$ cat src/hdl/assert_macros.svh
// Assertion macros shared by the RTL of the number parser.
// Each macro expects clk and arst_n to be visible where it is used.
`ifndef ASSERT_MACROS_SVH
`define ASSERT_MACROS_SVH

// Same-cycle implication, disabled while reset is asserted
`define PRNP_ASSERT_IMP(label, ante, cons, msg) \
	label: assert property (@(posedge clk) disable iff (!arst_n) (ante) |-> (cons)) \
		else $error(msg);

// Next-cycle implication, disabled while reset is asserted
`define PRNP_ASSERT_NXT(label, ante, cons, msg) \
	label: assert property (@(posedge clk) disable iff (!arst_n) (ante) |=> (cons)) \
		else $error(msg);

`endif

$ cat src/hdl/prnp_pkg.sv
// Shared types, constants and the digit decoder of the number parser.
// No dependencies; used by every module of the block.
`default_nettype none

package prnp_pkg;

	// Item kinds on the input channel
	localparam logic KIND_CHAR = 1'b0;
	localparam logic KIND_END  = 1'b1;

	// Prefix letters at position one
	localparam logic [7:0] CHAR_X = 8'h78;
	localparam logic [7:0] CHAR_B = 8'h62;

	localparam int COUNT_W = 6;
	localparam int DEC_W   = 35;
	localparam int HEX_W   = 32;
	localparam int BIN_W   = 37;
	localparam int WORD_W  = 32;

	localparam logic [COUNT_W-1:0] COUNT_MAX = 6'd63;
	// Character count limits, prefix included for hex and binary
	localparam logic [COUNT_W-1:0] DEC_MAX_COUNT = 6'd10;
	localparam logic [COUNT_W-1:0] HEX_MAX_COUNT = 6'd10;
	localparam logic [COUNT_W-1:0] BIN_MAX_COUNT = 6'd34;
	localparam logic [COUNT_W-1:0] PREFIX_COUNT  = 6'd2;

	typedef struct packed {
		logic [COUNT_W-1:0] count;
		logic [7:0]         second;
		logic [DEC_W-1:0]   dec;
		logic [HEX_W-1:0]   hex;
		logic [BIN_W-1:0]   bin;
		logic               bad_any;
		logic               bad_post;
	} prnp_state_t;

	// Hex digit value in bits 3:0, bit 4 set for a non-digit
	function automatic logic [4:0] digit_of(input logic [7:0] ch);
		logic [4:0] d;
		if (ch >= 8'h30 && ch <= 8'h39) begin
			d = {1'b0, ch[3:0]};
		end else if ((ch >= 8'h61 && ch <= 8'h66) || (ch >= 8'h41 && ch <= 8'h46)) begin
			d = {1'b0, 4'(ch[3:0] + 4'd9)};
		end else begin
			d = 5'h10;
		end
		return d;
	endfunction

endpackage

`default_nettype wire

$ cat src/hdl/prefixed_radix_number_parser.sv
// Top level of the prefixed radix number parser: input register and handshake.
// Depends on prnp_pkg, prnp_accum, prnp_final and assert_macros.svh.
//
//   channel | signals                       | transaction
//   --------+-------------------------------+-------------------------------
//   in      | in_valid, in_stall            | kind, character (one item)
//   out     | out_valid, out_stall          | success, value (one result)
//
// One item is taken per cycle while in_stall is low, set by the single input register stage.
// A character updates the accumulators in the cycle after its transaction; it never stalls.
// An end item passes the input register, then loads the output register that drives out_valid.
// in_stall rises only while an end item waits on a full, stalled output register.
// Reset clears the literal state and both valid flags, dropping any item or result they held.
`default_nettype none
`include "assert_macros.svh"

module prefixed_radix_number_parser (
	input  wire logic                         clk,
	input  wire logic                         arst_n,
	input  wire logic                         in_valid,
	output logic                              in_stall,
	input  wire logic                         kind,
	input  wire logic [7:0]                   character,
	output logic                              out_valid,
	input  wire logic                         out_stall,
	output logic                              success,
	output logic [prnp_pkg::WORD_W-1:0]       value
);
	import prnp_pkg::*;

	logic        valid_s1;
	logic        kind_s1;
	logic [7:0]  char_s1;
	logic        adv_s1;
	logic        step;
	logic        done;
	prnp_state_t state;

	// Move the staged item on unless an end item meets a stalled full output
	assign adv_s1   = valid_s1 && (kind_s1 == KIND_CHAR || !out_valid || !out_stall);
	assign in_stall = valid_s1 && !adv_s1;
	assign step     = adv_s1 && kind_s1 == KIND_CHAR;
	assign done     = adv_s1 && kind_s1 == KIND_END;

	// Input register
	always_ff @(posedge clk or negedge arst_n) begin
		if (!arst_n) begin
			valid_s1 <= 1'b0;
		end else if (!in_stall) begin
			valid_s1 <= in_valid;
		end
	end

	always_ff @(posedge clk) begin
		if (in_valid && !in_stall) begin
			kind_s1 <= kind;
			char_s1 <= character;
		end
	end

	prnp_accum u_accum (
		.clk       (clk),
		.arst_n    (arst_n),
		.step      (step),
		.clear     (done),
		.character (char_s1),
		.state     (state)
	);

	prnp_final u_final (
		.clk       (clk),
		.arst_n    (arst_n),
		.load      (done),
		.out_stall (out_stall),
		.state     (state),
		.out_valid (out_valid),
		.success   (success),
		.value     (value)
	);

	`PRNP_ASSERT_NXT(a_end_gives_result, done, out_valid, "end item did not produce a result")
	`PRNP_ASSERT_NXT(a_end_clears_state, done, state.count == '0, "state not cleared after end")
	`PRNP_ASSERT_IMP(a_fail_is_zero, out_valid && !success, value == '0, "failed result nonzero")
	`PRNP_ASSERT_IMP(a_char_never_stalls, valid_s1 && kind_s1 == KIND_CHAR, !in_stall,
		"character item stalled the input")

endmodule

`default_nettype wire

$ cat src/hdl/prnp_accum.sv
// Literal state of the number parser: count, prefix letter and the three
// radix accumulators. Depends on prnp_pkg.
`default_nettype none

module prnp_accum (
	input  wire logic              clk,
	input  wire logic              arst_n,
	input  wire logic              step,
	input  wire logic              clear,
	input  wire logic [7:0]        character,
	output prnp_pkg::prnp_state_t  state
);
	import prnp_pkg::*;

	prnp_state_t state_q;
	logic [4:0]  digit;
	logic        bad;
	logic [3:0]  v;
	logic        post;

	// Decode the character; a non-digit adds zero
	always_comb begin
		digit = digit_of(character);
		bad   = digit[4];
		v     = bad ? 4'd0 : digit[3:0];
		post  = (state_q.count >= PREFIX_COUNT);
	end

	// Advance on a character, drop everything on an end item
	always_ff @(posedge clk or negedge arst_n) begin
		if (!arst_n) begin
			state_q <= '0;
		end else if (clear) begin
			state_q <= '0;
		end else if (step) begin
			if (bad)
				state_q.bad_any <= 1'b1;
			state_q.dec <= (state_q.dec << 3) + (state_q.dec << 1) + DEC_W'(v);
			if (state_q.count == 6'd1)
				state_q.second <= character;
			if (post) begin
				if (bad)
					state_q.bad_post <= 1'b1;
				state_q.hex <= {state_q.hex[HEX_W-5:0], v};
				state_q.bin <= (state_q.bin << 1) + BIN_W'(v);
			end
			if (state_q.count != COUNT_MAX)
				state_q.count <= state_q.count + 6'd1;
		end
	end

	assign state = state_q;

endmodule

`default_nettype wire

$ cat src/hdl/prnp_final.sv
// Result stage of the number parser: radix choice, range checks and the
// output register. Depends on prnp_pkg.
`default_nettype none

module prnp_final (
	input  wire logic                         clk,
	input  wire logic                         arst_n,
	input  wire logic                         load,
	input  wire logic                         out_stall,
	input  wire prnp_pkg::prnp_state_t        state,
	output logic                              out_valid,
	output logic                              success,
	output logic [prnp_pkg::WORD_W-1:0]       value
);
	import prnp_pkg::*;

	logic              valid_q;
	logic              success_q;
	logic [WORD_W-1:0] value_q;
	logic              ok;
	logic [WORD_W-1:0] word;
	logic              long_enough;

	// Pick the radix and check length, characters and range
	always_comb begin
		long_enough = (state.count > PREFIX_COUNT);
		if (long_enough && state.second == CHAR_X) begin
			ok   = (state.count <= HEX_MAX_COUNT) && !state.bad_post;
			word = state.hex;
		end else if (long_enough && state.second == CHAR_B) begin
			ok   = (state.count <= BIN_MAX_COUNT) && !state.bad_post
			       && (state.bin[BIN_W-1:WORD_W] == '0);
			word = state.bin[WORD_W-1:0];
		end else begin
			ok   = (state.count <= DEC_MAX_COUNT) && !state.bad_any
			       && (state.dec[DEC_W-1:WORD_W] == '0);
			word = state.dec[WORD_W-1:0];
		end
	end

	// Hold the result until the transaction completes
	always_ff @(posedge clk or negedge arst_n) begin
		if (!arst_n) begin
			valid_q <= 1'b0;
		end else if (load) begin
			valid_q <= 1'b1;
		end else if (!out_stall) begin
			valid_q <= 1'b0;
		end
	end

	always_ff @(posedge clk) begin
		if (load) begin
			success_q <= ok;
			value_q   <= ok ? word : '0;
		end
	end

	assign out_valid = valid_q;
	assign success   = success_q;
	assign value     = value_q;

endmodule

`default_nettype wire

$ cat config.mk
export PLATFORM = sky130hd
export DESIGN_NAME = prefixed_radix_number_parser
export DESIGN_NICKNAME = d
export VERILOG_FILES = /design/src/hdl/prnp_pkg.sv /design/src/hdl/prefixed_radix_number_parser.sv /design/src/hdl/prnp_accum.sv /design/src/hdl/prnp_final.sv
export VERILOG_INCLUDE_DIRS = /design/src /design/src/hdl
export SDC_FILE = /design/constraint.sdc
export NUM_CORES = 1
export LEC_CHECK = 0
export BUFFER_PORTS_ARGS = -buffer_cell sky130_fd_sc_hd__buf_2
export CAP_MARGIN = 20
export CORE_UTILIZATION = 40
export DETAILED_ROUTE_END_ITERATION = 7
export PLACE_DENSITY = 0.65
export SLEW_MARGIN = 15
export SYNTH_ARGS = -nofsm -noshare
export SYNTH_HDL_FRONTEND = slang
export SYNTH_SLANG_ARGS = --single-unit
export TNS_END_PERCENT = 30
$ cat constraint.sdc
create_clock -name clk -period 4.9 [get_ports clk]
set_input_delay 0 -clock clk [delete_from_list [all_inputs] [get_ports clk]]
set_output_delay 0 -clock clk [all_outputs]
set_load 0.005 [all_outputs]
Word-level counts from Yosys, hierarchy flattened
Cells that the tools add are included.
{"block": "op_classes", "n_addsub": 5, "n_lt_le_gt_ge": 10, "eq_ne": 5, "mux": 16, "n_bitwise": 1, "reduce_logical": 36}
{"op": "$mux W120", "count": 2}
{"op": "$mux W69", "count": 1}
{"op": "$mux W32", "count": 2}
{"op": "$add A37 B4 Y37", "count": 1}
{"op": "$add A35 B35 Y35", "count": 1}
{"op": "$add A35 B4 Y35", "count": 1}
{"op": "$eq A8 B7 Y1 const B", "count": 2}
{"op": "$ge A8 B7 Y1 const B", "count": 2}
{"op": "$le A8 B7 Y1 const B", "count": 2}
{"op": "$logic_and A1 B1 Y1", "count": 15}
{"op": "$mux W5", "count": 2}
{"op": "$reduce_bool A2 Y1", "count": 5}
{"op": "$ge A8 B6 Y1 const B", "count": 1}
{"op": "$le A8 B6 Y1 const B", "count": 1}
{"op": "$mux W8", "count": 1}
{"op": "$reduce_and A2 Y1", "count": 4}
{"op": "$add A6 B1 Y6 const B", "count": 1}
{"op": "$eq A6 B1 Y1 const B", "count": 1}
{"op": "$ge A6 B2 Y1 const B", "count": 1}
{"op": "$gt A6 B2 Y1 const B", "count": 1}
{"op": "$le A6 B4 Y1 const B", "count": 1}
{"op": "$le A6 B6 Y1 const B", "count": 1}
{"op": "$logic_not A1 Y1", "count": 6}
{"op": "$mux W1", "count": 6}
{"op": "10 further kinds", "count": 12}
{"block": "totals", "ff_bits": 164, "input_bits": 13, "output_inout_bits": 35}

Depth between registers and ports, before layout
{"block": "logic_depth", "word_depth": 10, "mapped_depth": 20}

By module
A second synthesis with hierarchy kept.
{"block": "unflattened", "hier_cells": 1041, "hier_area_um2": 10242.3}
{"mod": "prnp_accum", "n_inst": 1, "cells_each": 812, "area_per_inst_um2": 7546.0}
{"mod": "prnp_final", "n_inst": 1, "cells_each": 212, "area_per_inst_um2": 2354.8}
{"mod": "prefixed_radix_number_parser", "n_inst": 1, "cells_each": 17, "area_per_inst_um2": 341.6}

Least setup slack after synthesis
Ideal clock, no wire load.
{"block": "synth_path", "path_kind": "reg2reg", "start": "reg char_s1[0]", "end": "reg u_accum.state_q (netlist bit u_accum.state[103])", "arrival_time_ps": 4118, "path_slack_ps": 687, "stages_incl_launch_ff": 19, "n_path_buf": 0, "cell_sequence": "edfxtp_1 > ha_1 > o311ai_2 > nor2_1 > o21ai_0 > o31ai_1 > ha_1 > ha_1 > inv_1 > fa_1 > nand2b_1 > a21oi_1 > o221ai_1 > o311ai_0 > o21ai_0 > a21oi_1 > o31ai_1 > and3_1 > o31ai_1"}
{"block": "synth_between", "elab_chain_cells": 9, "elab_cells_between_ends": 17, "cone_classes": "2 x add/sub; 6 x order compare; 5 x mux; 4 x reduce/logical"}
{"element": "start, declared", "line_no": "prefixed_radix_number_parser.sv:33", "rtl": "logic [7:0] char_s1;"}
{"element": "start signal, assigned", "line_no": "prefixed_radix_number_parser.sv:57", "rtl": "char_s1 <= character;"}
{"element": "$ge A8 B7 Y1 / $le A8 B7 Y1 (equally long branches)", "line_no": "prnp_pkg.sv:43", "rtl": "end else if ((ch >= 8'h61 && ch <= 8'h66) || (ch >= 8'h41 && ch <= 8'h46)) begin"}
{"element": "$logic_and A1 B1 Y1", "line_no": "prnp_pkg.sv:43"}
{"element": "$logic_or A1 B1 Y1", "line_no": "prnp_pkg.sv:43"}
{"element": "$mux W5", "line_no": "prnp_pkg.sv:43"}
{"element": "$mux W5 (*)", "line_no": "prnp_pkg.sv:41", "rtl": "if (ch >= 8'h30 && ch <= 8'h39) begin"}
{"element": "$mux W4 (*)", "line_no": "prnp_accum.sv:25", "rtl": "v = bad ? 4'd0 : digit[3:0];"}
{"element": "$add A35 B4 Y35 (*)", "line_no": "prnp_accum.sv:38", "rtl": "state_q.dec <= (state_q.dec << 3) + (state_q.dec << 1) + DEC_W'(v);"}
{"element": "$mux W120 (*)", "line_no": "prnp_accum.sv:35", "rtl": "end else if (step) begin"}
{"element": "$mux W120 (*)", "line_no": "prnp_accum.sv:33", "rtl": "end else if (clear) begin"}
{"element": "end, declared", "line_no": "prnp_accum.sv:15", "rtl": "prnp_state_t state_q;"}
Mark *: on every way between the ends. The rest lies on a longest branch, timed or not. The select of a mux whose other input is x is not followed.
A chain may end at the register's enable or synchronous reset.

Worst setup path in the final report
{"block": "layout_path", "start": "reg char_s1[7]", "end": "reg u_accum.state_q (netlist bit u_accum.state[103])"}
Same word-level chain as after synthesis.

==> results_dict.tcl <==
set metrics [dict create \
    synth_top_area_share_pct 32.4 \
    clkLatencyLatePin_ns 0.43 \
    final_cell_mix "dfrtp_1, nand2_1, ha_1, o21ai_0, nor2_1" \
    fin_skew_ns 0.00793 \
    num_io_pins 48 \
    stdcell_area_um2 10600 \
    synth_warnings 0 \
    worst_pin_slew_ns 1.11 \
    min_period_ns 4.46 \
    cts_tree "built" \
    ir_drop_mv 0.248 \
    die_h_um 155 \
    grt_pass1_vias 6769 \
    clock_path_buffers 2 \
    leakage_nw 4.79 \
    synth_ff_type "dfrtp_1" \
    max-cap-violations 0 \
    synth_area_leaders "dfrtp_1, edfxtp_1, ha_1" \
    grt_start_max_net_pins 70 \
    fin_crit_sh_pct 91.1 \
    p_per_area_nw_per_um2 382 \
    async_flop_share_pct 74.2 \
    placed_cell_area_um2 9900 \
    max_freq_ghz 0.224 \
    antenna_found_initial 0 \
    syn_area_um2 9360 \
    synth_edf_count 42 \
    p_total_mw 4.05 \
    grt_pass1_wl_um 35300 \
    syn_avg_cell_area_um2 10.2 \
    rrSetupSlack_ns 0.44 \
    routed_wl_um 21200 \
    arrival_ns 4.80 \
    crit_type "flop to flop" \
    synth_nets 1006 \
    min_path_type "input port to async pin" \
    endpoint_kind "flop" \
    final_util_pct 46.5 \
    finalHoldViolations 0 \
    r2r-start "char_s1[7]" \
    slew_headroom_pct 25.9 \
    cts_made_buffers 17 \
    drt-initial-drc-count 437 \
    layout_commonest_cell "dfrtp_1" \
    critPathRequiredTime_ns 5.24 \
    slew_viol_final 0 \
    clk_pin_slew_ns 0.07 \
    rr_endpoint "u_accum.state[103]" \
    drtPass1Iterations 5 \
    fp.coreArea_um2 22800 \
    grt.overflow.total 0 \
    start_kind "flop" \
    row_count 55 \
    clockRootBuffer "clkbuf_16" \
    antennaDiodeCount 0 \
    gp_congestion 0.870 \
    synth-seq-cells 163 \
    drive_gt1_share_pct 10.8 \
    port_buffers 47 \
    drc 0 \
    die_width_um 155 \
    syn_inst 918 \
    r2r_cells 17 \
    cts_sinks 163 \
    initial_core_util_pct 41.1 \
    yosys.area.top_type "dfrtp_1" \
    critPathMaxFanout 9 \
    num-nets-final 1055 \
    syn_to_final_growth_pct 13.2 \
    status "complete, no violations" \
    pre_cts_ws_ns 0.151 \
    wl_per_cell_um 16.4 \
    rsz0062_at_grt "false" \
    ant_nets 0 \
    ys_types 59 \
    cts-htree-levels 4 \
    finalSetupViolations 0 \
    dieArea_um2 24000 \
    viasPerCell 5.40 \
    via_count 6976 \
    setup_ws_ns 0.437 \
    grt_usage_pct 18.4 \
    post-dp-hpwl_um 14800 \
    tns_ns 0 \
    yosysSeqAreaShare_pct 45.8 \
]
-- worst max-delay path, stage by stage (launching register included) --
cell and delay (ns):
edfxtp_1 0.41, nor4b_1 0.48, o311ai_2 0.18, buf_4 0.20, o31ai_1 0.40, ha_1 0.19
ha_1 0.19, inv_1 0.06, fa_1 0.40, nand2b_1 0.19, a21oi_2 0.21, o221ai_2 0.17
o311ai_2 0.34, o21ai_0 0.16, a21oi_1 0.27, o31ai_1 0.13, and3_1 0.19, o31ai_1 0.20
-- metal layers --
metal  GRT usage (%)  up-vias  wire (um)
met1            26.0     3366      10300
met2            29.4      137       9900
met5               0        -          0
met4            6.08        0        282
met3            2.17       21        729
li1                -     3452          -
-- synth_stat cells, drive strengths merged, types with 9 or more instances --
cell type and instances:
dfrtp 121, nand2 98, ha 73, o21ai 72
nor2 67, a22o 45, edfxtp 42, clkbuf 38
a211oi 36, mux2i 35, inv 33, xnor2 32
xor2 32, a21oi 30, nand3 23, a21o 13
nand2b 12, nor3 12, and3 9
-- flip-flops by register name, indices dropped and copies added (netlist names) --
signal and count:
u_final.out_valid 1, u_final.value 32, char_s1 8, u_final.success 1, valid_s1 1, kind_s1 1, u_accum.state 119
-- what timing repair did --
item	CTS	global route
endpoints found under the setup margin	0	5
resized for setup	0	5
hold buffers	13	0
endpoints found under the hold margin	77	0
setup buffers	0	1
-- cell type report --
type / count / area, um^2
Clock inverter: 14 / 118
Tap cell: 313 / 392
Inverter: 34 / 128
Timing Repair Buffer: 70 / 443
Sequential cell: 163 / 4290
Fill cell: 2103 / 12200
Multi-Input combinational cell: 681 / 4800
Clock buffer: 18 / 429
-- through the flow --
step	instances	hold WS (ns)
2_1_floorplan	918	-0.296
3_3_place_gp	1247	0.172
3_5_place_dp	1247	0.170
4_1_cts	1292	0.260
5_1_grt	1293	0.281
6_report	1293	0.219
-- kinds of logic after synthesis --
| family | after synthesis | share of synthesized area, % |
|---|---|---|
| flip-flops | 163 | 45.8 |
| multiplexers | 35 | 3.74 |
| XOR/XNOR | 64 | 5.99 |
| AND/OR/NAND/NOR | 262 | 13.0 |
| AO/OA/AOI/OAI | 245 | 18.1 |
| adder cells (fa/ha/maj) | 75 | 10.2 |
| buffers and inverters | 74 | 3.24 |
-- worst max path at each step --
stage / start / end / cells past startpoint
2_1_floorplan: char_s1[0] / u_accum.state[103] / 18
3_3_place_gp: char_s1[4] / u_accum.state[103] / 17
3_5_place_dp: char_s1[7] / u_accum.state[103] / 17
4_1_cts: char_s1[7] / u_accum.state[103] / 17
5_1_grt: char_s1[1] / u_accum.state[103] / 21
6_report: char_s1[7] / u_accum.state[103] / 17
-- power breakdown --
part           leakage (nW)  total, mW  switching [mW]  internal (mW)
clock                 0.266       1.25           0.590          0.663
sequential             2.07       1.77           0.205           1.56
combinational          2.45       1.03           0.610          0.421
Note: power is estimated with default switching activity, not from simulation.
